## src/sv/jse_pkg.sv

```systemverilog
// Shared types and constants for the JSON string escaper.
// Holds the item descriptor passed from the classifier to the emitter.
// No dependencies.
package jse_pkg;

	localparam int QUEUE_DEPTH = 2;

	localparam logic [7:0] CH_NUL    = 8'h00;
	localparam logic [7:0] CH_QUOTE  = 8'h22;
	localparam logic [7:0] CH_BSLASH = 8'h5C;
	localparam logic [7:0] CH_BS     = 8'h08;
	localparam logic [7:0] CH_TAB    = 8'h09;
	localparam logic [7:0] CH_LF     = 8'h0A;
	localparam logic [7:0] CH_FF     = 8'h0C;
	localparam logic [7:0] CH_CR     = 8'h0D;
	localparam logic [7:0] CH_CTRL_LAST = 8'h1F;
	localparam logic [7:0] CH_LOW_B  = 8'h62;
	localparam logic [7:0] CH_LOW_F  = 8'h66;
	localparam logic [7:0] CH_LOW_N  = 8'h6E;
	localparam logic [7:0] CH_LOW_R  = 8'h72;
	localparam logic [7:0] CH_LOW_T  = 8'h74;
	localparam logic [7:0] CH_LOW_U  = 8'h75;
	localparam logic [7:0] CH_ZERO   = 8'h30;
	localparam logic [7:0] CH_UPPER_A = 8'h41;

	// what the emitter has to produce for one input byte
	typedef enum logic [1:0] {
		K_PLAIN,	// byte as is
		K_PAIR,		// backslash, then ch
		K_UNI,		// \u00XX from ch
		K_END		// closing quote
	} kind_t;

	typedef struct packed {
		logic       open;	// opening quote goes first
		kind_t      kind;
		logic [7:0] ch;
	} desc_t;

	localparam int DESC_W = $bits(desc_t);

	function automatic logic [7:0] hex_digit(input logic [3:0] nib);
		logic [7:0] r;
		if (nib < 4'd10)
			r = CH_ZERO + {4'd0, nib};
		else
			r = CH_UPPER_A + {4'd0, nib} - 8'd10;
		return r;
	endfunction

endpackage

```

## src/sv/json_string_escaper_unit.sv

```systemverilog
// Top level of the JSON string escaper: classifier, descriptor queue, emitter.
// Depends on jse_pkg, jse_classify, jse_queue, jse_emit.
//
// Takes one string byte per item on s_* (byte 0 ends the string) and emits the quoted,
// escaped JSON text one byte per item on m_*, with m_tuser marking the closing quote
// and m_tlast marking the last byte produced for an input byte. The emitter puts out
// one byte per cycle while m_tready does not stall it. An input byte produces 1 byte for
// ordinary text or a closing quote, 2 for a two-character escape, 6 for a \u00XX escape,
// plus 1 for the first byte of a string (opening quote), so an empty string's terminator
// produces 2. Plain text runs at one byte per cycle when the output is not stalled. The
// first output item is valid after the queue entry is written on acceptance and the
// output register is loaded when the emitter next steps. The queue of
// QUEUE_DEPTH descriptors lets the input keep flowing while the emitter works through
// an escape; once it is full, s_tready drops.
module json_string_escaper_unit #(
	parameter int QUEUE_DEPTH = jse_pkg::QUEUE_DEPTH
) (
	input  logic       clk,
	input  logic       arst_n,
	input  logic       s_tvalid,
	output logic       s_tready,
	input  logic [7:0] s_tdata,	// [7:0] char_byte
	output logic       m_tvalid,
	input  logic       m_tready,
	output logic [7:0] m_tdata,	// [7:0] out_byte
	output logic       m_tuser,	// [0] string_done
	output logic       m_tlast	// run_last
);
	import jse_pkg::*;

	logic  push_valid, push_ready, pop_valid, pop;
	desc_t push_desc, pop_desc;

	jse_classify u_classify (
		.clk        (clk),
		.arst_n     (arst_n),
		.s_tvalid   (s_tvalid),
		.s_tready   (s_tready),
		.s_tdata    (s_tdata),
		.push_valid (push_valid),
		.push_ready (push_ready),
		.push_desc  (push_desc)
	);

	jse_queue #(
		.DEPTH (QUEUE_DEPTH)
	) u_queue (
		.clk        (clk),
		.arst_n     (arst_n),
		.push_valid (push_valid),
		.push_ready (push_ready),
		.push_desc  (push_desc),
		.pop_valid  (pop_valid),
		.pop        (pop),
		.pop_desc   (pop_desc)
	);

	jse_emit u_emit (
		.clk       (clk),
		.arst_n    (arst_n),
		.pop_valid (pop_valid),
		.pop       (pop),
		.pop_desc  (pop_desc),
		.m_tvalid  (m_tvalid),
		.m_tready  (m_tready),
		.m_tdata   (m_tdata),
		.m_tuser   (m_tuser),
		.m_tlast   (m_tlast)
	);

endmodule

```

## src/sv/jse_classify.sv

```systemverilog
// Front end: accepts string bytes, tracks the open quote, classifies each byte.
// Produces a jse_pkg::desc_t per item for the descriptor queue.
// Depends on jse_pkg.
module jse_classify (
	input  logic           clk,
	input  logic           arst_n,
	input  logic           s_tvalid,
	output logic           s_tready,
	input  logic [7:0]     s_tdata,	// [7:0] char_byte
	output logic           push_valid,
	input  logic           push_ready,
	output jse_pkg::desc_t push_desc
);
	import jse_pkg::*;

	logic  quote_opened_q;
	kind_t kind;
	logic [7:0] ch;

	always_comb begin
		kind = K_PLAIN;
		ch   = s_tdata;
		case (s_tdata) inside
			CH_NUL: begin
				kind = K_END;
			end
			CH_QUOTE, CH_BSLASH: begin
				kind = K_PAIR;
			end
			CH_BS: begin
				kind = K_PAIR;
				ch   = CH_LOW_B;
			end
			CH_FF: begin
				kind = K_PAIR;
				ch   = CH_LOW_F;
			end
			CH_LF: begin
				kind = K_PAIR;
				ch   = CH_LOW_N;
			end
			CH_CR: begin
				kind = K_PAIR;
				ch   = CH_LOW_R;
			end
			CH_TAB: begin
				kind = K_PAIR;
				ch   = CH_LOW_T;
			end
			[8'h01:CH_CTRL_LAST]: begin
				kind = K_UNI;
			end
			default: begin
				kind = K_PLAIN;
			end
		endcase
	end

	assign push_valid     = s_tvalid;
	assign s_tready       = push_ready;
	assign push_desc.open = ~quote_opened_q;
	assign push_desc.kind = kind;
	assign push_desc.ch   = ch;

	always_ff @(posedge clk or negedge arst_n) begin
		if (!arst_n) begin
			quote_opened_q <= 1'b0;
		end else if (s_tvalid && push_ready) begin
			quote_opened_q <= (kind != K_END);
		end
	end

endmodule

```

## src/sv/jse_queue.sv

```systemverilog
// Short descriptor queue between classifier and emitter.
// Circular buffer with occupancy count; head entry read combinationally.
// Depends on jse_pkg.
module jse_queue #(
	parameter int DEPTH = jse_pkg::QUEUE_DEPTH
) (
	input  logic           clk,
	input  logic           arst_n,
	input  logic           push_valid,
	output logic           push_ready,
	input  jse_pkg::desc_t push_desc,
	output logic           pop_valid,
	input  logic           pop,
	output jse_pkg::desc_t pop_desc
);
	import jse_pkg::*;

	localparam int AW = (DEPTH > 1) ? $clog2(DEPTH) : 1;
	localparam int CW = $clog2(DEPTH + 1);
	localparam logic [AW-1:0] LAST_PTR = AW'(DEPTH - 1);
	localparam logic [CW-1:0] FULL_CNT = CW'(DEPTH);

	desc_t         entry_q [DEPTH];
	logic [AW-1:0] wr_ptr_q, rd_ptr_q;
	logic [CW-1:0] count_q;
	logic          do_push, do_pop;

	assign push_ready = (count_q != FULL_CNT);
	assign pop_valid  = (count_q != '0);
	assign pop_desc   = entry_q[rd_ptr_q];
	assign do_push    = push_valid && push_ready;
	assign do_pop     = pop && pop_valid;

	always_ff @(posedge clk) begin
		if (do_push) begin
			entry_q[wr_ptr_q] <= push_desc;
		end
	end

	always_ff @(posedge clk or negedge arst_n) begin
		if (!arst_n) begin
			wr_ptr_q <= '0;
			rd_ptr_q <= '0;
			count_q  <= '0;
		end else begin
			if (do_push) begin
				wr_ptr_q <= (wr_ptr_q == LAST_PTR) ? '0 : wr_ptr_q + 1'b1;
			end
			if (do_pop) begin
				rd_ptr_q <= (rd_ptr_q == LAST_PTR) ? '0 : rd_ptr_q + 1'b1;
			end
			if (do_push && !do_pop) begin
				count_q <= count_q + 1'b1;
			end else if (do_pop && !do_push) begin
				count_q <= count_q - 1'b1;
			end
		end
	end

endmodule

```

## src/sv/jse_emit.sv

```systemverilog
// Back end: steps through the output bytes of the head descriptor.
// One byte per cycle into the output register while it is not stalled; pops the queue on the last byte.
// Depends on jse_pkg.
module jse_emit (
	input  logic           clk,
	input  logic           arst_n,
	input  logic           pop_valid,
	output logic           pop,
	input  jse_pkg::desc_t pop_desc,
	output logic           m_tvalid,
	input  logic           m_tready,
	output logic [7:0]     m_tdata,	// [7:0] out_byte
	output logic           m_tuser,	// [0] string_done
	output logic           m_tlast	// run_last
);
	import jse_pkg::*;

	logic [2:0] idx_q;
	logic [2:0] body_len, last_idx, pos;
	logic [7:0] byte_out;
	logic       at_last, load, step;
	logic       m_tvalid_q, m_tuser_q, m_tlast_q;
	logic [7:0] m_tdata_q;

	always_comb begin
		case (pop_desc.kind)
			K_PAIR:  body_len = 3'd2;
			K_UNI:   body_len = 3'd6;
			default: body_len = 3'd1;
		endcase
	end

	assign last_idx = body_len - 3'd1 + {2'd0, pop_desc.open};
	assign pos      = idx_q - {2'd0, pop_desc.open};
	assign at_last  = (idx_q == last_idx);

	always_comb begin
		byte_out = pop_desc.ch;
		if (pop_desc.open && idx_q == 3'd0) begin
			byte_out = CH_QUOTE;
		end else begin
			case (pop_desc.kind)
				K_END:   byte_out = CH_QUOTE;
				K_PAIR:  byte_out = (pos == 3'd0) ? CH_BSLASH : pop_desc.ch;
				K_UNI: begin
					case (pos)
						3'd0:    byte_out = CH_BSLASH;
						3'd1:    byte_out = CH_LOW_U;
						3'd2:    byte_out = CH_ZERO;
						3'd3:    byte_out = CH_ZERO;
						3'd4:    byte_out = hex_digit(pop_desc.ch[7:4]);
						default: byte_out = hex_digit(pop_desc.ch[3:0]);
					endcase
				end
				default: byte_out = pop_desc.ch;
			endcase
		end
	end

	assign load = !m_tvalid_q || m_tready;
	assign step = load && pop_valid;
	assign pop  = step && at_last;

	always_ff @(posedge clk) begin
		if (step) begin
			m_tdata_q <= byte_out;
			m_tuser_q <= at_last && (pop_desc.kind == K_END);
			m_tlast_q <= at_last;
		end
	end

	always_ff @(posedge clk or negedge arst_n) begin
		if (!arst_n) begin
			idx_q      <= '0;
			m_tvalid_q <= 1'b0;
		end else begin
			if (load) begin
				m_tvalid_q <= pop_valid;
			end
			if (step) begin
				idx_q <= at_last ? 3'd0 : idx_q + 3'd1;
			end
		end
	end

	assign m_tvalid = m_tvalid_q;
	assign m_tdata  = m_tdata_q;
	assign m_tuser  = m_tuser_q;
	assign m_tlast  = m_tlast_q;

	a_done_is_quote: assert property (@(posedge clk) disable iff (!arst_n)
		m_tvalid && m_tuser |-> m_tlast && m_tdata == CH_QUOTE)
		else $error("string_done on a byte other than a closing quote");

	a_idx_in_run: assert property (@(posedge clk) disable iff (!arst_n)
		pop_valid |-> idx_q <= last_idx)
		else $error("emitter step index beyond end of run");

	a_idx_reset_on_pop: assert property (@(posedge clk) disable iff (!arst_n)
		pop |=> idx_q == 3'd0)
		else $error("step index not cleared after run");

	a_hold_stalled: assert property (@(posedge clk) disable iff (!arst_n)
		m_tvalid && !m_tready |=> m_tvalid && $stable(m_tdata) && $stable(m_tlast))
		else $error("output register changed while stalled");

endmodule
```

## config.mk

```make
export PLATFORM = sky130hd
export DESIGN_NAME = json_string_escaper_unit
export DESIGN_NICKNAME = d
export VERILOG_FILES = /design/src/sv/jse_pkg.sv /design/src/sv/json_string_escaper_unit.sv /design/src/sv/jse_classify.sv /design/src/sv/jse_queue.sv /design/src/sv/jse_emit.sv
export SDC_FILE = /design/constraint.sdc
export NUM_CORES = 1
export LEC_CHECK = 0
export BUFFER_PORTS_ARGS = -buffer_cell sky130_fd_sc_hd__buf_2
export CAP_MARGIN = 0
export CORE_UTILIZATION = 60
export CTS_BUF_LIST = sky130_fd_sc_hd__clkbuf_8
export DETAILED_ROUTE_END_ITERATION = 7
export PLACE_DENSITY = 0.89
export REMOVE_ABC_BUFFERS = 1
export SETUP_SLACK_MARGIN = 0.1
export SYNTH_ARGS = -nofsm -noshare
export SYNTH_HDL_FRONTEND = slang
export SYNTH_HIERARCHICAL = 1
export SYNTH_SLANG_ARGS = --single-unit
```

## constraint.sdc

```tcl
create_clock -name clk -period 6.7 [get_ports clk]
set_input_delay 0.67 -clock clk [delete_from_list [all_inputs] [get_ports clk]]
set_output_delay 0.67 -clock clk [all_outputs]
set_load 0.02 [all_outputs]
```

# Word level (Yosys, flattened, before mapping)
# Memories as Yosys holds them, arrays and structs flattened.
# Index checks and enable logic that the tools add are counted.
[totals]
n_memories = 1
word_cells = 94
inputBits = 12
ff_bits = 19
ramBits = 22
[op_classes]
n_reduce_logical = 20
muxes = 28
bitwise_logic = 1
n_addsub = 14
n_lt_le_gt_ge = 4
eq_ne = 17
[mem_list]
columns = ["memory", "words", "width", "rd", "rd_clocked_by_memory_dff", "wr", "line_no", "text"]
rows = [
  ["u_queue.entry_q", 2, 11, 1, 0, 1, "jse_queue.sv:23", "desc_t entry_q [DEPTH];"],
]
[ops]
columns = ["cell", "n"]
rows = [
  ["$mux W8", 10],
  ["$eq A8 B4 Y1 const B", 5],
  ["$pmux W8 S4", 1],
  ["$pmux W8 S3", 1],
  ["$mux W2", 10],
  ["$add A7 B4 Y8 const A", 2],
  ["$sub A8 B4 Y8 const B", 2],
  ["$add A6 B4 Y7 const A", 2],
  ["$logic_and A1 B1 Y1", 9],
  ["$eq A8 B6 Y1 const B", 1],
  ["$eq A8 B7 Y1 const B", 1],
  ["$ge A8 B1 Y1 const B", 1],
  ["$le A8 B5 Y1 const B", 1],
  ["$logic_not A8 Y1", 1],
  ["$lt A4 B4 Y1 const B", 2],
  ["$eq A3 B2 Y1 const B", 2],
  ["$logic_not A3 Y1", 2],
  ["$pmux W3 S2", 1],
  ["$eq A2 B2 Y1 const B", 2],
  ["$mux W1", 4],
  ["$ne A2 B2 Y1 const B", 2],
  ["$reduce_bool A2 Y1", 2],
  ["$reduce_or A2 Y1", 2],
  ["$add A3 B1 Y3", 1],
  ["other kinds (14)", 17],
]

# Logic depth before layout (Yosys ltp)
# Gate-level depths: netlist of run 1.
[depth]
ltp_word = 11
ltp_mapped = 13

# Cells and area by module
# The synthesis of run 1 kept the hierarchy.
[by_module_without_submodules]
columns = ["mod", "cells_per_inst", "n_inst", "area_each_um2"]
rows = [
  ["jse_emit", 134, 1, 1193.6],
  ["jse_queue", 52, 1, 1003.5],
  ["jse_classify", 35, 1, 242.7],
]

# Worst setup path before layout of run 1
# Ideal clock, no wire load.
[synth_path]
kind = "reg2reg"
startpoint = "reg u_queue.rd_ptr_q"
endpoint = "reg u_queue.count_q[1]"
period_less_slack_ns = 2.848
stages_incl_launch_ff = 14
arrival_ns = 2.769
setup_ns = 0.079
path_slack_ns = 3.852
t_required_ns = 6.621
path_cell_list = "dfrtp_1 buf_4 mux2_2 inv_1 ha_1 ha_1 mux2i_1 xnor2_1 nor4_1 nand2_4 ha_1 xor2_1 nor2_1 xor2_1"
[synth_lines]
columns = ["element", "line_no", "text"]
rows = [
  ["start: declaration", "jse_queue.sv:24", "logic [AW-1:0] wr_ptr_q, rd_ptr_q;"],
  ["start signal: assignment", "jse_queue.sv:50", "rd_ptr_q <= (rd_ptr_q == LAST_PTR) ? '0 : rd_ptr_q + 1'b1;"],
  ["end signal: assignment", "jse_queue.sv:53", "count_q <= count_q + 1'b1;"],
  ["end signal: assignment", "jse_queue.sv:55", "count_q <= count_q - 1'b1;"],
  ["end: declaration", "jse_queue.sv:25", "logic [CW-1:0] count_q;"],
]

==> results of run 1 <==
## routing by layer
| layer | GRT usage [%] | routed length [um] | up-vias |
|---|---|---|---|
| met2 | 41.1 | 2290 | 64 |
| met5 | 0 | 0 | - |
| met1 | 30.8 | 2020 | 808 |
| li1 | - | - | 865 |
| met4 | 9.24 | 60 | 0 |
| met3 | 4.83 | 227 | 6 |
## power by group through the flow
| stage | clock network, mW | logic, mW | registers (mW) |
|---|---|---|---|
| after global placement | 0 | 0.739 | 0.446 |
| after global routing | 0.173 | 0.848 | 0.457 |
| final | 0.158 | 0.766 | 0.446 |
| after detailed placement | 0 | 0.754 | 0.451 |
| after floorplan | 0 | 0.550 | 0.484 |
| after CTS | 0.162 | 0.760 | 0.446 |
## logic make-up after synthesis
group,after synthesis,synth area share (%)
buffers and inverters,21,4.05
multiplexers,13,5.95
AO/OA/AOI/OAI,49,12.9
adder cells (fa/ha/maj),13,6.67
AND/OR/NAND/NOR,73,17.2
XOR/XNOR,11,4.56
flip-flops,41,48.6
## worst paths after layout
path,end,slack (ns),depth (start not counted),startpoint
max,u_queue/count_q[1]$_DFFE_PN0P_,3.38,11,u_queue/rd_ptr_q$_DFFE_PN0P_
min,u_classify/quote_opened_q$_DFFE_PN0P_,0.22,1,arst_n
max reg2reg,u_queue/count_q[1]$_DFFE_PN0P_,3.38,11,u_queue/rd_ptr_q$_DFFE_PN0P_
min reg2reg,u_queue/wr_ptr_q$_DFFE_PN0P_,0.50,1,u_queue/wr_ptr_q$_DFFE_PN0P_
max in group asynchronous,u_emit/idx_q[1]$_DFFE_PN0P_,6.30,1,arst_n
min in group clk,u_queue/wr_ptr_q$_DFFE_PN0P_,0.50,1,u_queue/wr_ptr_q$_DFFE_PN0P_
## area by class of cell
class	instances	area [um2]	share of cell area (%)
flip-flops and latches	41	1190	44.7
multi-input cells	159	1150	43.5
repair buffers	23	115	4.34
clock buffers	5	68.8	2.59
well taps	48	60.1	2.26
inverters	14	52.6	1.98
clock inverters	3	17.5	0.660
## registers in the layout, summed over array words and instances, names as in the netlist
register,cells
u_emit/m_tuser,1
u_classify/quote_opened_q,1
u_queue/wr_ptr_q,1
u_queue/rd_ptr_q,1
u_emit/m_tdata,8
u_emit/m_tlast,1
u_queue/entry_q,22
u_emit/idx_q,3
u_emit/m_tvalid,1
u_queue/count_q,2
## cells in the final DEF, fill, tap and decap left out, drive strengths merged, types with 2 or more instances in the layout
master,instances
nand4,2
o22ai,3
nand2b,5
edfxtp,32
o211ai,2
dfrtp,9
buf,23
o21ai,11
o21bai,2
clkinv,2
inv,14
mux2,12
or4,2
nor3,8
clkbuf,5
xor2,4
a21oi,10
nor2b,4
nor4,3
a211oi,4
and3,3
nor2,9
nand2,20
or2,3
xnor2,7
a31oi,6
o31ai,2
ha,13
nand3,6
and2,2
a21boi,2
==> qor.yml, run 1 <==
setup_path:
  crit_path_end_kind: "register"
  critPathTopFamily: "simple AND/OR/NAND/NOR gates"
  start_kind: "register"
  slowest_delay_ns: 0.65
  crit_fanout: 13
  worst-endpoint-arrival_ns: 3.53
  cp_slowest_cell: "dfrtp_1"
  crit_type: "register to register"
  cp.required_ns: 6.91
  cp.buffers_inverters: 1
  crit_chain: "mux2_2 > inv_1 > ha_1 > mux2i_1 > xnor2_1 > nor4_1 > nand2_4 > ha_1 > xor2_1 > nor2_1 > xor2_1"
pwr:
  clkPwrFrac_pct: 11.5
  seq_power_share_pct: 32.5
  intPower_mw: 0.755
  pwr-share-comb_pct: 55.9
  p_leak_nw: 1.07
  powerDensity_nw_per_um2: 516
  total_power_mw: 1.37
  ir_drop_mv: 0.256
  switching_share_pct: 44.8
  p_switching_mw: 0.614
synthesis:
  synth-main-ff-cell: "edfxtp_1"
  ys_warn_count: 6
  netlist_top_cells_area: "edfxtp_1 (39%), dfrtp_1 (9.2%), ha_1 (6.7%), mux2_2 (5.5%), nand2_1 (2.8%)"
  syn_inst: 221
  yosysMostFrequentCell: "edfxtp_1"
  synth_cell_types: 56
  synth_edf_count: 32
  ys_top_cells_by_count: "edfxtp_1 (32), nand2_1 (18), inv_1 (14), ha_1 (13), mux2_2 (12)"
  async_reset_ff_share_pct: 22.0
  syn_area_um2: 2440
  yosysTopAreaCell: "edfxtp_1"
  avgSynthCellArea_um2: 11.0
  synth_top_area_share_pct: 39.4
  ys_ff_latch: 41
  yosysSeqAreaShare_pct: 48.6
cts:
  cts_buffers: 5
  htree_levels: 2
  cts_hold_buf: 0
  clk_latency_ns: 0.29
  cts_tree: "done"
  clk_path_buf_depth: 2
  cts_resized: 0
  cts_setup_buffers: 0
  clk_pin_slew_ns: 0.08
  cts_num_sinks: 41
  cts_root_buffer: "clkbuf_8"
placement:
  dp_hpwl_mm: 3.46
  gp_congestion: 0.906
  port_buffers: 23
  postPlaceCellArea_um2: 2570
  placed_cells_incl_taps: 285
  place_worst_setup_slack_ns: 3.42
final_layout:
  area_growth_pct: 8.82
  instances_no_fill: 293
  postLayoutCoreUtil_pct: 70.4
  final_area_um2: 2660
  final_nets: 269
  n_antenna_cell: 0
  drive_gt1_share_pct: 23.3
  n_fill_cell: 288
global_route:
  grt_pass1_vias: 1679
  antenna_found_initial: 0
  grt_max_degree: 15
  grt_use_total_pct: 24.4
  grt_overflow: 0
  grt_pass1_wl_mm: 7.82
sta:
  finalSetupTns_ns: 0
  tightest_slew_ns: 0.937
  fin_crit_ns: 3.32
  max_freq_ghz: 0.301
  finalClockSkew_ns: 0.00886
  hold_ws_ns: 0.218
  rsz0062_at_grt: "no"
  hold_violations: 0
  setup_ws_ns: 3.38
  setup_viol: 0
  slew_violations: 0
  fin_crit_sh_pct: 49.6
  relSlewSlack_pct: 37.3
worst_hold_path:
  hp-class: "input port to asynchronous set/reset pin"
routing:
  drtIter0Drc: 152
  vias: 1743
  via_per_inst: 5.95
  ant_nets: 0
  dr.pass1.iters: 4
  routed_wl_mm: 4.60
  wl_per_cell_um: 15.7
  drc_errors: 0
die:
  rows: 22
  start_util_pct: 64.7
  io_pins: 24
  fp.dieW_um: 65.8
  die_h_um: 65.8
  die_area_um2: 4330
  core_um2: 3770
job:
  drv_cap: 0
run_status:
  status: "completed"
(Power assumes the default switching activity.)
==> run 2, diff against run 1 <==
--- a/config.mk
+++ b/config.mk
@@ -5,12 +5,13 @@
 export SDC_FILE = /design/constraint.sdc
 export NUM_CORES = 1
 export LEC_CHECK = 0
+export ABC_AREA = 1
 export BUFFER_PORTS_ARGS = -buffer_cell sky130_fd_sc_hd__buf_2
 export CAP_MARGIN = 0
-export CORE_UTILIZATION = 60
+export CORE_UTILIZATION = 56
 export CTS_BUF_LIST = sky130_fd_sc_hd__clkbuf_8
 export DETAILED_ROUTE_END_ITERATION = 7
-export PLACE_DENSITY = 0.89
+export PLACE_DENSITY = 0.87
 export REMOVE_ABC_BUFFERS = 1
 export SETUP_SLACK_MARGIN = 0.1
 export SYNTH_ARGS = -nofsm -noshare
==> constraint.sdc (replaced) <==
create_clock -name clk -period 2.84 [get_ports clk]
set_input_delay 0.284 -clock clk [delete_from_list [all_inputs] [get_ports clk]]
set_output_delay 0.284 -clock clk [all_outputs]
set_load 0.02 [all_outputs]
==> run 2 against run 1 <==
Net effect: the flow now finishes with violations (DRC); die area rose by 17%; sequential cell count unchanged; global-route usage down 2.2 points; final area grew 15%; hold slack better by 0.0014 ns; final cell count increased by 43%; combinational power rose to 2.9 times the previous value; clock-buffer cell count unchanged; fmax increased by 27%; sequential share of layout area is 5.7 points lower; non-clock buffer count rose by 7; critical endpoint unchanged; highest routed layer unchanged.
==> qor.yml, run 2 <==
final_layout:
  final_nets: 390
  layout_commonest_cell: "nand2_1"
  final_area_um2: 3040
  largest_reg_flops: 22
  area_growth_pct: 13.2
  final_cell_mix: "nand2_1 (102), inv_1 (38), edfxtp_1 (32)"
  n_antenna_cell: 0
  drive_gt1_share_pct: 23.0
  largest_register: "u_queue/entry_q"
  postLayoutCoreUtil_pct: 68.0
synthesis:
  avgSynthCellArea_um2: 8.05
  synth_top_area_share_pct: 35.7
  synth_cell_types: 34
  synth-main-ff-cell: "edfxtp_1"
  netlist_top_cells_area: "edfxtp_1 (36%), nand2_1 (15%), dfrtp_1 (8.4%), ha_1 (6.0%), inv_1 (5.4%)"
  ys_warn_count: 6
  yosysSeqAreaShare_pct: 44.1
  ys_top_cells_by_count: "nand2_1 (104), inv_1 (39), edfxtp_1 (32), nand3_1 (27), nor2_1 (27)"
  synth_edf_count: 32
  syn_inst: 334
  yosysMostFrequentCell: "nand2_1"
  yosysTopAreaCell: "edfxtp_1"
  async_reset_ff_share_pct: 22.0
  ys_ff_latch: 41
  syn_area_um2: 2690
cts:
  clk_path_buf_depth: 2
  clk_latency_ns: 0.30
  cts_tree: "done"
  cts_num_sinks: 41
  cts_buffers: 5
  htree_levels: 2
  clk_pin_slew_ns: 0.09
  cts_root_buffer: "clkbuf_8"
setup_path:
  cp.buffers_inverters: 4
  timing.rr.end: "u_queue/count_q[1]$_DFFE_PN0P_"
  worst-r2r-setup-slack_ns: 0.23
  rr_worst_depth: 18
  cp_slowest_cell: "dfrtp_2"
  crit_type: "register to register"
  critPathTopFamily: "simple AND/OR/NAND/NOR gates"
  start_kind: "register"
  crit_chain: "inv_2 > nand2_1 > nand2_2 > inv_1 > ha_4 > ha_1 > or2_2 > nand3_1 > nand2_1 > inv_1 > nand2_2 > nor2_4 > nand2_2 > ha_4 > inv_1 > nand3_1 > nand2_1 > nand2_1"
  worstReg2RegStart: "u_queue/rd_ptr_q$_DFFE_PN0P_"
  crit_fanout: 6
  worst-endpoint-arrival_ns: 2.81
  crit_path_end_kind: "register"
  cp.required_ns: 3.03
  cpMostUsedCell: "nand2_1"
  slowest_delay_ns: 0.45
sta:
  fin_crit_ns: 2.61
  hold_violations: 0
  max_freq_ghz: 0.383
  finalClockSkew_ns: 0.0126
  rsz0062_at_grt: "no"
  relSlewSlack_pct: 42.9
  fin_crit_sh_pct: 92.0
  slew_violations: 0
  tightest_slew_ns: 0.854
  hold_ws_ns: 0.219
  setup_viol: 0
placement:
  postPlaceCellArea_um2: 2860
  dp_hpwl_mm: 3.90
  port_buffers: 23
  gp_congestion: 0.967
global_route:
  antenna_found_initial: 0
  grt_overflow: 0
  grt_use_total_pct: 22.2
  grt_pass1_wl_mm: 8.80
  grt_max_degree: 18
  grt_pass1_vias: 1998
run_status:
  violations: "DRC"
  status: "finished, violations left"
worst_hold_path:
  hp-class: "input port to register"
  worstHoldStart: "m_tready"
  whs_path_depth: 4
  worstHoldEndpoint: "u_emit/m_tvalid$_DFFE_PN0N_"
routing:
  dr.pass1.iters: 6
  vias: 2193
  ant_nets: 0
  drtIter0Drc: 176
  drc_errors: 3
  via_per_inst: 5.25
  wl_per_cell_um: 12.3
  routed_wl_mm: 5.13
die:
  fp.dieW_um: 71.3
  start_util_pct: 60.1
  die_h_um: 71.3
  die_area_um2: 5080
  io_pins: 24
  rows: 24
  core_um2: 4470
pwr:
  powerDensity_nw_per_um2: 1210
  ir_drop_mv: 0.580
  p_leak_nw: 1.45
job:
  drv_cap: 0
[run 2: stage by stage]
stage          total power, mW  TNS (ns)  cells  setup slack [ns]
3_3_place_gp              2.99         0    406             0.179
3_5_place_dp              3.04  -0.00715    406          -0.00715
2_1_floorplan             2.58         0    328            0.0303
6_report                  3.69         0    418             0.227
4_1_cts                   3.59         0    416             0.120
5_1_grt                   3.99         0    418             0.101
[run 2: logic make-up (layout without fill, tap and decap cells)]
| logic type | after synthesis | after routing | share of synthesized area (%) |
|---|---|---|---|
| and+or+nand+nor | 193 | 193 | 33.7 |
| DFF | 41 | 41 | 44.1 |
| adders and majority gates | 13 | 13 | 6.05 |
| AOI/OAI and AO/OA | 31 | 31 | 6.89 |
| xor gates and xnor gates | 3 | 3 | 1.26 |
| buffers and inverters | 53 | 85 | 8.00 |
[run 2: how the worst max path moves through the flow]
stage,start,to,depth (start not counted)
floorplan,u_queue/rd_ptr_q$_DFFE_PN0P_,u_queue/count_q[1]$_DFFE_PN0P_,18
global placement,u_queue/rd_ptr_q$_DFFE_PN0P_,u_queue/count_q[1]$_DFFE_PN0P_,18
finish,u_queue/rd_ptr_q$_DFFE_PN0P_,u_queue/count_q[1]$_DFFE_PN0P_,18
global route,u_queue/rd_ptr_q$_DFFE_PN0P_,u_queue/count_q[1]$_DFFE_PN0P_,18
CTS,u_queue/rd_ptr_q$_DFFE_PN0P_,u_queue/count_q[1]$_DFFE_PN0P_,18
detailed placement,u_queue/rd_ptr_q$_DFFE_PN0P_,u_queue/count_q[1]$_DFFE_PN0P_,16
[run 2: layout make-up]
class                      count  area [um2]
fill                         358        1430
timing repair buffer          30         170
multi-input combinational    240        1330
inverter                      47         179
clock inverter                 3        46.3
tap                           52        65.1
sequential                    41        1190
clock buffer                   5        68.8
[run 2: power breakdown]
| group | switching, mW | leakage [nW] | total, mW | internal [mW] |
|---|---|---|---|---|
| registers | 0.0917 | 0.411 | 1.03 | 0.934 |
| logic | 1.43 | 0.986 | 2.19 | 0.762 |
| clock network | 0.212 | 0.0543 | 0.475 | 0.263 |
[run 2: per-layer routing]
layer / routed length, um / global-route usage, %
met5: 0 / 0
met1: 2270 / 27.4
met2: 2570 / 38.1
met3: 203 / 4.50
met4: 91 / 9.11
[run 2: timing repair]
action,in CTS,in global routing
pin swaps,0,1
endpoints found under the setup margin,1,2
endpoints found under the hold margin,9,0
setup buffers,1,2
cloned,0,0
hold buffers,1,0
gates resized for setup,3,5
[run 2: worst register-to-register path, cell delays in order, from the launching register on]
cell	delay (ns)
dfrtp_2	0.45
inv_2	0.07
nand2_1	0.06
nand2_2	0.08
inv_1	0.09
ha_4	0.26
ha_1	0.17
or2_2	0.30
nand3_1	0.07
nand2_1	0.05
inv_1	0.07
nand2_2	0.09
nor2_4	0.15
nand2_2	0.09
ha_4	0.22
inv_1	0.07
nand3_1	0.08
nand2_1	0.07
nand2_1	0.06
